File: src/rtl/bpe_pkg.sv
// bpe_pkg: register map and fixed constants of the cubic Bezier point evaluator.
// No dependencies; imported by bpe_csr_file and bezier_point_evaluator.

package bpe_pkg;

   // configuration port
   localparam int CSR_INDEX_BITS = 4;
   localparam int NUM_REGS       = 8;
   localparam int REG_SEL_BITS   = 3;

   // register map
   localparam int REG_POINT0_X = 0;
   localparam int REG_POINT0_Y = 1;
   localparam int REG_POINT1_X = 2;
   localparam int REG_POINT1_Y = 3;
   localparam int REG_POINT2_X = 4;
   localparam int REG_POINT2_Y = 5;
   localparam int REG_POINT3_X = 6;
   localparam int REG_POINT3_Y = 7;

   // number of control points of a cubic curve
   localparam int NUM_POINTS = 4;

   // reset value of the last control point (1.0 in Q7.16), cut to the coordinate width
   localparam logic [63:0] POINT3_RESET = 64'd65536;

endpackage

File: src/rtl/bpe_csr_file.sv
// bpe_csr_file: control point registers of the Bezier evaluator, write-only port.
// Depends on bpe_pkg for the register map.

module bpe_csr_file #(
   parameter int COORD_BITS = 24
) (
   input  logic                                  clock,
   input  logic                                  reset,
   input  logic                                  csr_wr_en,
   input  logic [bpe_pkg::CSR_INDEX_BITS-1:0]    csr_index,
   input  logic [COORD_BITS-1:0]                 csr_wr_data,
   output logic signed [COORD_BITS-1:0]          point_x [bpe_pkg::NUM_POINTS],
   output logic signed [COORD_BITS-1:0]          point_y [bpe_pkg::NUM_POINTS]
);
   import bpe_pkg::*;

   logic [COORD_BITS-1:0] regs_ff [NUM_REGS];
   logic                  index_ok;

   assign index_ok = (csr_index < CSR_INDEX_BITS'(NUM_REGS));

   always_ff @(posedge clock) begin
      if (reset) begin
         for (int i = 0; i < NUM_REGS; i++) begin
            regs_ff[i] <= (i == REG_POINT3_X || i == REG_POINT3_Y) ?
                          POINT3_RESET[COORD_BITS-1:0] : '0;
         end
      end else if (csr_wr_en && index_ok) begin
         regs_ff[csr_index[REG_SEL_BITS-1:0]] <= csr_wr_data;
      end
   end

   assign point_x[0] = $signed(regs_ff[REG_POINT0_X]);
   assign point_y[0] = $signed(regs_ff[REG_POINT0_Y]);
   assign point_x[1] = $signed(regs_ff[REG_POINT1_X]);
   assign point_y[1] = $signed(regs_ff[REG_POINT1_Y]);
   assign point_x[2] = $signed(regs_ff[REG_POINT2_X]);
   assign point_y[2] = $signed(regs_ff[REG_POINT2_Y]);
   assign point_x[3] = $signed(regs_ff[REG_POINT3_X]);
   assign point_y[3] = $signed(regs_ff[REG_POINT3_Y]);

   // a write to the last point's y lands in the register on the next edge
   a_point3_y_write: assert property (@(posedge clock) disable iff (reset)
      (csr_wr_en && csr_index == CSR_INDEX_BITS'(REG_POINT3_Y))
      |=> (point_y[3] == $signed($past(csr_wr_data))))
      else $error("point3_y write not taken");

endmodule

File: config.mk
export PLATFORM = sky130hd
export DESIGN_NAME = bpe_csr_file
export DESIGN_NICKNAME = d
export VERILOG_FILES = /design/src/rtl/bpe_pkg.sv /design/src/rtl/bpe_csr_file.sv
export SDC_FILE = /design/constraint.sdc
export NUM_CORES = 1
export LEC_CHECK = 0
export BUFFER_PORTS_ARGS = -buffer_cell sky130_fd_sc_hd__buf_2
export CAP_MARGIN = 20
export CORE_UTILIZATION = 50
export CTS_CLUSTER_DIAMETER = 60
export DETAILED_ROUTE_END_ITERATION = 10
export GPL_ROUTABILITY_DRIVEN = 0
export GPL_TIMING_DRIVEN = 0
export PLACE_DENSITY = 0.78
export SLEW_MARGIN = 20
export SYNTH_ARGS = -nofsm -noshare
export SYNTH_HDL_FRONTEND = slang
export SYNTH_SLANG_ARGS = --single-unit
File: constraint.sdc
create_clock -name clock -period 3.5 [get_ports clock]
set_clock_uncertainty 0.15 [all_clocks]
set_input_delay 0.35 -clock clock [delete_from_list [all_inputs] [get_ports clock]]
set_output_delay 0.35 -clock clock [all_outputs]
set_load 0.005 [all_outputs]
==> results.md <==
- CP Cell Sequence: buf_2, or4b_1, clkbuf_1, buf_2, o21bai_2, buf_8
- Vias/cell: between 5 and 6
- Post-Syn Nets: about 500
- Initial antenna violation count: 0
- Total clock sinks: approximately 190
- Worst hold slack: 0.06485 ns
- Clk network pwr share: 0.384
- Element type at the critical path start: input port
- Vias: roughly 5000
- # resized after CTS: 0
- Reg clk slew, reported paths: 0.07 ns
- Tot Pwr: 5.013 mW
- I/O pins: 223
- P&R area growth vs syn: 27.31%
- WL per Instance: 20.91 um
- Largest regs: regs_ff x192
- Slew Viols, Final: 0
- Die width: 123.8 um
- RSZ-0062 raised after global routing: no
- Sequential share of the synthesized area: 0.7773
- Max FFs per register: 192
- First-pass GRT wire length: 26910 um
- Die footprint: 0.01533 sq mm
- Most frequent cells in the layout: buf_2 (235), edfxtp_1 (192), nor3_1 (142)
- Input/output buffers: 222
- CTS tree: yes
- Post-DRT Antenna Nets: 0
- Minimum clock period after layout: 2.302 ns
- Routed WL: around 19000 um
- Slowest library cell on the worst path: o21bai_2
- Final Hold Fails: 0
- Share of cells above drive strength 1: 0.4572
- Synthesized flop and latch total: 192
- CTS Buffer Depth: 2
- Avg Cell Area, Syn: ~16 sq um
- DR iter-0 viols: between 300 and 400
- ANT cells: 0
- Final #Nets: about 740
- HP Class: in2reg
- Pre-antenna DRT Iters: 4
- Crit end category: flop
- Period utilization: 0.6577
- # Max-Cap Violations: 0
- Power per cell area: 530.9 mW/mm^2
- Total track usage: 0.2522
- CTS Buf Count: 17
- Commonest non-fill, non-tap cell in the layout: buf_2
- Post-Synthesis Cell Area: about 0.0074 sq mm
- LEAKAGE: 3.337 nW
- CTS root buffer: clkbuf_16
- Setup-failing EPs final: 0
- Sequential share of power: 0.538
- Cell Rows: 44
- Die Y: 123.8 um
- DRC viols: 0
- Cells after Synth: 467
- Worst VDD drop: 0.0002610 V
- Ys Warns: 0
- Reg with most FFs: regs_ff
- Critical Path End: regs_ff[4][21]$_SDFFCE_PN0P_
- Post-synth cell types: 18
- Core footprint: approximately 0.014 sq mm
- Crit-path max FO: 13
- Run status: finished clean
- Crit Path Category: in2reg
- Slew @ Worst Pin: 0.7702 ns
- Arrival time worst endpoint: 2.29 ns
- Combinational Power Share: 0.078
- Post-CTS Setup Bufs: 0
- Initial Util: 0.5123
- CP Data Required Time: 3.49 ns
- Most common cell on crit path: buf_2
- FMAX: 434.4 MHz
- Estimated wirelength of the detail-placed design: 13460 um
- Vias in the first global route: 4588
- Crit-path max cell delay: 0.56 ns
- Util after Layout: 0.6522
- Internal power: 3.850 mW
- P_sw: 1.163 mW
- Hold Buf Count CTS: 0
- Worst Setup SP: csr_index[3]
- Max H-tree Level: 4
- Sw frac: 0.2320
- Rel. slew slack: 0.4852
- Largest net degree at the start of global routing: 25
- Total grt overflow: 0
[critical path: cells and delay by family]
| kind | cells | cell delay [ns] |
|---|---|---|
| buffers and inverters | 4 | 0.85 |
| AO/OA/AOI/OAI | 1 | 0.56 |
| AND/OR/NAND/NOR | 1 | 0.52 |
[power by group through the flow]
stage	Combinational (mW)	Sequential, mW	Clock (mW)
3_3_place_gp	0.372	2.75	0
6_report	0.392	2.70	1.92
5_1_grt	0.423	2.71	2.01
4_1_cts	0.393	2.70	1.92
2_1_floorplan	0.135	2.76	0
3_5_place_dp	0.393	2.75	0
[through the flow]
stage,cell area (sq um),TNS [ns],setup WS [ns],cells
4_1_cts,9435,0,0.9968,908
3_3_place_gp,8758,-10.97,-0.1775,873
6_report,9443,0,1.198,908
2_1_floorplan,7417,0,0.6082,467
3_5_place_dp,8856,0,0.5468,876
5_1_grt,9443,0,1.132,908
[synthesized netlist by cell type (all sizes together)]
library cell,number,area (sq um)
nor3,190,1191
nand2,1,3.750
buf,25,162.7
o21bai,8,67.56
nand2b,1,6.260
clkbuf,20,75.07
or4,1,7.510
nand4bb,1,11.26
clkinv,23,86.33
edfxtp,192,5766
or4b,2,23.77
inv,1,3.750
or3,2,12.51
[worst min path at each step]
stage | from | to | slack [ns] | cells after the start
6_report | csr_wr_data[16] | regs_ff[7][16]$_SDFFCE_PN1P_ | 0.06 | 2
2_1_floorplan | csr_wr_data[16] | regs_ff[6][16]$_SDFFCE_PN1P_ | 0.38 | 1
3_3_place_gp | csr_wr_data[16] | regs_ff[7][16]$_SDFFCE_PN1P_ | 0.50 | 2
4_1_cts | csr_wr_data[16] | regs_ff[7][16]$_SDFFCE_PN1P_ | 0.06 | 2
3_5_place_dp | csr_wr_data[16] | regs_ff[6][16]$_SDFFCE_PN1P_ | 0.50 | 2
5_1_grt | csr_wr_data[16] | regs_ff[6][16]$_SDFFCE_PN1P_ | 0.08 | 2
[area by class of cell]
type	instances	area, sq um
plain buffers	45	237.7
clock buffers	17	425.4
clock inverters	15	153.9
fillers	1069	5036
inverters	24	90.09
multi-input cells	206	1384
flip-flops and latches	192	5766
well taps	184	230.2
repair buffers	225	1156
[logic make-up (layout without fill, tap and decap cells)]
logic type / count (synthesis) / after routing / share of synthesized area
flops: 192 / 192 / 0.7773
compound gates: 8 / 8 / 0.009109
simple gates: 198 / 198 / 0.1694
buf+inv: 69 / 326 / 0.04420
[routing by layer]
layer,vias up,GRT usage,share of wire
met5,-,0,0
met4,0,0.08886,0.016
met1,2387,0.3283,0.41
met2,224,0.4170,0.51
li1,2259,-,-
met3,26,0.05678,0.069
Note: power is estimated with default switching activity, not from simulation.
