==> src/rtl/bpe_lerp_level.sv <==
// bpe_lerp_level: one de Casteljau level, LANES independent interpolations a + ((b - a) * t >>> F).
// Three register stages (difference, product, sum) with valid bits and a ready chain. No imports.

module bpe_lerp_level #(
   parameter int COORD_BITS      = 24,
   parameter int PARAM_FRAC_BITS = 16,
   parameter int LANES           = 2
) (
   input  logic                          clock,
   input  logic                          reset,
   input  logic                          in_valid,
   output logic                          in_ready,
   input  logic [PARAM_FRAC_BITS:0]      in_t,
   input  logic signed [COORD_BITS-1:0]  in_a [LANES],
   input  logic signed [COORD_BITS-1:0]  in_b [LANES],
   output logic                          out_valid,
   input  logic                          out_ready,
   output logic [PARAM_FRAC_BITS:0]      out_t,
   output logic signed [COORD_BITS-1:0]  out_p [LANES]
);
   localparam int C   = COORD_BITS;
   localparam int F   = PARAM_FRAC_BITS;
   localparam int PW  = C + F + 2;   // product width that holds |b - a| * t
   localparam int PFW = PW + 1;

   logic [2:0] valid_ff;
   logic [2:0] valid_in;
   logic [2:0] stage_ready;

   // stage 1: difference
   logic [F:0]            t1_ff;
   logic signed [C-1:0]   a1_ff [LANES];
   logic signed [C:0]     d1_ff [LANES];
   logic signed [C:0]     d1_in [LANES];
   // stage 2: product
   logic [F:0]            t2_ff;
   logic signed [C-1:0]   a2_ff [LANES];
   logic signed [PW-1:0]  prod2_ff [LANES];
   logic signed [PW:0]    prod_full [LANES];
   // stage 3: sum
   logic [F:0]            t3_ff;
   logic signed [C-1:0]   p3_ff [LANES];
   logic signed [C+1:0]   sum [LANES];
   logic signed [C-1:0]   p3_in [LANES];

   // a stage takes a new word when it is empty or its word moves on
   assign stage_ready[2] = !valid_ff[2] || out_ready;
   assign stage_ready[1] = !valid_ff[1] || stage_ready[2];
   assign stage_ready[0] = !valid_ff[0] || stage_ready[1];
   assign in_ready       = stage_ready[0];

   assign valid_in[0] = in_valid;
   assign valid_in[1] = valid_ff[0];
   assign valid_in[2] = valid_ff[1];

   always_comb begin
      for (int l = 0; l < LANES; l++) begin
         d1_in[l] = $signed({in_b[l][C-1], in_b[l]}) - $signed({in_a[l][C-1], in_a[l]});
         prod_full[l] = PFW'(d1_ff[l]) * PFW'($signed({1'b0, t1_ff}));
         // arithmetic shift floors toward minus infinity; result stays in the hull
         sum[l] = $signed({{2{a2_ff[l][C-1]}}, a2_ff[l]}) + $signed(prod2_ff[l][PW-1:F]);
         p3_in[l] = sum[l][C-1:0];
      end
   end

   always_ff @(posedge clock) begin
      if (reset) begin
         valid_ff <= '0;
      end else begin
         for (int k = 0; k < 3; k++) begin
            if (stage_ready[k]) begin
               valid_ff[k] <= valid_in[k];
            end
         end
      end
   end

   always_ff @(posedge clock) begin
      if (stage_ready[0]) begin
         t1_ff <= in_t;
         for (int l = 0; l < LANES; l++) begin
            a1_ff[l] <= in_a[l];
            d1_ff[l] <= d1_in[l];
         end
      end
      if (stage_ready[1]) begin
         t2_ff <= t1_ff;
         for (int l = 0; l < LANES; l++) begin
            a2_ff[l]    <= a1_ff[l];
            prod2_ff[l] <= prod_full[l][PW-1:0];
         end
      end
      if (stage_ready[2]) begin
         t3_ff <= t2_ff;
         for (int l = 0; l < LANES; l++) begin
            p3_ff[l] <= p3_in[l];
         end
      end
   end

   assign out_valid = valid_ff[2];
   assign out_t     = t3_ff;
   assign out_p     = p3_ff;

   // a stalled result holds its value
   a_hold_result: assert property (@(posedge clock) disable iff (reset)
      (valid_ff[2] && !out_ready) |=> (valid_ff[2] && $stable(p3_ff[0]) && $stable(t3_ff)))
      else $error("stalled lerp result changed");

   // a full pipe with a stalled output takes nothing in
   a_full_stall: assert property (@(posedge clock) disable iff (reset)
      (valid_ff == 3'b111 && !out_ready) |-> !in_ready)
      else $error("lerp level accepts while full and stalled");

endmodule

==> config.mk <==
export PLATFORM = sky130hd
export DESIGN_NAME = bpe_lerp_level
export DESIGN_NICKNAME = d
export VERILOG_FILES = /design/src/rtl/bpe_lerp_level.sv
export SDC_FILE = /design/constraint.sdc
export NUM_CORES = 2
export LEC_CHECK = 0
export ABC_CLOCK_PERIOD_IN_PS = 6100
export BUFFER_PORTS_ARGS = -buffer_cell sky130_fd_sc_hd__buf_4
export CAP_MARGIN = 20
export CORE_MARGIN = 4
export CORE_UTILIZATION = 30
export DETAILED_ROUTE_END_ITERATION = 6
export SLEW_MARGIN = 30
export SYNTH_ARGS = -nofsm -noshare
export SYNTH_HDL_FRONTEND = slang
export SYNTH_SLANG_ARGS = --single-unit
export TNS_END_PERCENT = 20
==> constraint.sdc <==
create_clock -name clock -period 6.1 [get_ports clock]
set_input_delay 0.61 -clock clock [delete_from_list [all_inputs] [get_ports clock]]
set_output_delay 0.61 -clock clock [all_outputs]
set_load 0.01 [all_outputs]
==> metrics.md <==
| Metric | Value |
|---|---|
| Routed Wire Length | 101000 um |
| Largest net degree at the start of global routing | 81 |
| Critical Path AT | 6.51 ns |
| Vias in the first global route | 30937 |
| Setup CP Type | reg -> reg |
| Post-Layout Inst Area | 49400 um^2 |
| Cell chosen for the clock root | clkbuf_16 |
| Number of antenna violations at the first check in global routing | 8 |
| CP Launch Type | register |
| Area Growth Syn to Fin | 19.6% |
| Worst-path maximum fanout | 7 |
| Met2 WL post-DR | 52600 um |
| TritonCTS clock tree | yes |
| Cell Area, Synth | 41300 um^2 |
| Final setup viols | 6 |
| Mapped Cells | 4084 |
| Post-DP HPWL | 83000 um |
| Slowest cell on the critical path | fa_1 |
| Top Layer Used | met4 |
| Peak Freq | 162 MHz |
| Top Family by Delay on Critical Path | adder cells |
| Final core occ | 36.3% |
| Met3 routed WL | 4630 um |
| Die width | 379 um |
| Yosys warns | 0 |
| Register Area | 8860 um^2 |
| Port bufs | 183 |
| RSZ-0062 raised after global routing | yes |
| Flops & latches, synth | 296 |
| Worst min path class | in -> reg |
| Num rows | 135 |
| Post-synthesis cell type count | 61 |
| Share of cells above drive strength 1 | 16.1% |
| Antenna Nets Post-Route | 0 |
| First-pass GRT wire length | 165000 um |
| Final Wtd Congestion | 0.843 |
| Register area share after synthesis | 21.4% |
| Clock Latency Late Sink | 0.60 ns |
| Post-synth EDFFs | 293 |
| Min Tclk post-route | 6.18 ns |
| Initial Util | 30.4% |
| Ys flop type | edfxtp_1 |
| Final Max Slew Viols | 0 |
| CP most frequent cell | fa_1 |
| Syn Nets | 5275 |
| Final Instance Count excl. Fillers | 6350 |
| Relative slew slack | 39.1% |
| CP endpoint kind | register |
| Outcome | finished with violations |
| GRT Util Overall | 14.6% |
| Wire length on met1 | 41200 um |
| CP bufs+invs | 5 |
| Clock buffer count from CTS | 39 |
| Congestion Overflow GR | 0 |
| # placed instances | 6249 |
| H-tree levels | 2 |
| Multi-input logic area | 28700 um^2 |
| Drt wl/cell | 15.9 um |
| Crit-path cells | buf_6 > buf_12 > and2_1 > fa_1 > inv_1 > fa_1 > fa_1 > inv_1 > fa_1 > fa_1 > fa_1 > ha_4 > a21oi_2 > o21ai_2 > a31oi_4 > and3_4 > o21ai_2 > o31a_1 > buf_6 > a211o_1 > a21oi_2 > xnor2_1 |
| Final net count | 5728 |
| CORE AREA | 136000 um^2 |
| Fillers | 13616 |
| Clock skew | 0.0296 ns |
| Syn Area/Cell | 10.1 um^2 |
| Residual DRC | 0 |
| Post-DP Area | 47300 um^2 |
| Final WS setup | -0.0758 ns |
| Die H | 379 um |
| Initial DRC Count | 1373 |
| CP max stage delay | 0.59 ns |
| Die area | 144000 um^2 |
| Clock Sink Count | 296 |
| I/O pin count | 184 |
| Pre-CTS WS | -0.543 ns |
| Worst-Margin Slew | 0.913 ns |
| Synth async-reset ratio | 0% |
| Max-cap check violation count | 0 |
| Via/cell ratio | 4.45 |
| Drt pass-1 iters | 5 |
| Clock transition at the registers of the reported paths | 0.06 ns |
| Final hold violations | 0 |
| Final Cycle Share | 101% |
| Longest Clk Path Bufs | 3 |
| Vias | 28232 |
| CP required | 6.44 ns |
| Failing checks | negative setup slack |
-- metrics by stage --
stage	hold slack (ns)	TNS, ns
after global routing	0.153	-4.51
after floorplan	0.400	0
after CTS	0.136	-0.994
final	0.182	-0.238
after global placement	0.401	-3.95
after detailed placement	0.405	-5.59
-- cell families (layout without fill, tap and decap cells) --
kind of cell	count (synthesis)	in the layout	share of synthesized area [%]
adder cells (fa/ha/maj)	1074	1074	46.9
flip-flops	296	296	21.4
AO/OA/AOI/OAI	308	308	4.92
AND/OR/NAND/NOR	1104	1104	13.0
other	0	4	0
multiplexers	1	1	0.0242
XOR/XNOR	153	153	3.24
buffers and inverters	1148	1629	10.4
-- per-layer routing --
metal | vias up | global-route usage [%]
li1 | 13198 | -
met1 | 14425 | 18.1
met2 | 475 | 26.4
met3 | 134 | 2.09
met4 | 0 | 3.84
met5 | - | 0
-- what timing repair did --
action,4_1_cts,5_1_grt
endpoints found under the setup margin,28,34
hold buffers,0,0
pin swaps,51,76
resized for setup,85,86
buffers inserted,12,13
gates cloned,3,1
-- area by class of cell --
type	count	area share, %
flip-flops and latches	296	17.9
multi-input cells	2640	58.1
inverters	1009	7.67
repair buffers	551	9.40
clock inverters	20	0.243
diodes	4	0.0202
clock buffers	49	2.09
well taps	1781	4.51
-- cell usage after synthesis (2+ instances only) --
master | instances | area (um^2)
inv_1 | 1009 | 3790
fa_1 | 792 | 15900
nand2_1 | 508 | 1910
and2_1 | 400 | 2500
edfxtp_1 | 293 | 8800
ha_1 | 282 | 3530
clkbuf_1 | 139 | 522
xnor2_1 | 113 | 990
a21oi_1 | 96 | 480
nor2_1 | 80 | 300
o21ai_0 | 49 | 245
a21o_1 | 43 | 323
xor2_1 | 40 | 350
o21a_1 | 32 | 240
nor3_1 | 26 | 130
nand3_1 | 24 | 120
nor2b_1 | 19 | 119
nand2b_1 | 15 | 93.8
and3_1 | 10 | 62.6
o21bai_1 | 9 | 67.6
a211oi_1 | 8 | 60.1
a21boi_0 | 8 | 60.1
o31ai_1 | 8 | 60.1
a31oi_1 | 7 | 43.8
o211ai_1 | 7 | 52.6
nand4_1 | 6 | 37.5
a211o_1 | 5 | 43.8
or3_1 | 5 | 31.3
a2111oi_0 | 4 | 35.0
a221oi_1 | 4 | 35.0
dfxtp_1 | 3 | 60.1
nand4b_1 | 3 | 26.3
o22ai_1 | 3 | 18.8
a21boi_1 | 2 | 15.0
a31o_2 | 2 | 17.5
and4_1 | 2 | 17.5
nor3b_1 | 2 | 15.0
nor4_1 | 2 | 12.5
o31a_1 | 2 | 17.5
-- flip-flops by register name, summed over array words and instances (netlist names) --
name	cells
prod2_ff	48
t1_ff	17
out_t	17
d1_ff	50
valid_ff	3
out_p	48
t2_ff	17
a2_ff	48
a1_ff	48
-- placed cells by master (no fill, tap or decap), types with 9 or more instances in the layout --
| cell | Yosys | routed |
|---|---|---|
| xnor2_1 | 113 | 112 |
| clkbuf_16 | 0 | 41 |
| inv_2 | 0 | 18 |
| and2_4 | 0 | 12 |
| a21oi_2 | 1 | 16 |
| a21oi_1 | 96 | 79 |
| buf_12 | 0 | 30 |
| buf_6 | 0 | 18 |
| nor2b_1 | 19 | 19 |
| nand3_1 | 24 | 24 |
| inv_1 | 1009 | 989 |
| ha_1 | 282 | 261 |
| buf_4 | 0 | 499 |
| nor2_1 | 80 | 77 |
| edfxtp_1 | 293 | 293 |
| a21o_1 | 43 | 43 |
| nor3_1 | 26 | 23 |
| fa_2 | 0 | 22 |
| clkinv_1 | 0 | 10 |
| o21a_1 | 32 | 31 |
| o21ai_0 | 49 | 38 |
| o21bai_1 | 9 | 9 |
| nand2b_1 | 15 | 15 |
| and2_1 | 400 | 388 |
| nand2_1 | 508 | 501 |
| fa_1 | 792 | 770 |
| xor2_1 | 40 | 40 |
| clkbuf_1 | 139 | 9 |
| and3_1 | 10 | 10 |
| ha_4 | 0 | 20 |
-- worst paths after layout --
check | end | cells after the start | from | slack [ns]
min reg2reg | a2_ff[0][31] | 0 | a1_ff[0][31] | 0.40
max reg2reg | prod2_ff[0][39] | 22 | t1_ff[6] | -0.08
max | prod2_ff[0][39] | 22 | t1_ff[6] | -0.08
min | valid_ff[1] | 2 | reset | 0.18
Power is not shown: default switching activity piles up to over one toggle a cycle in this logic, so the estimate is an artifact.
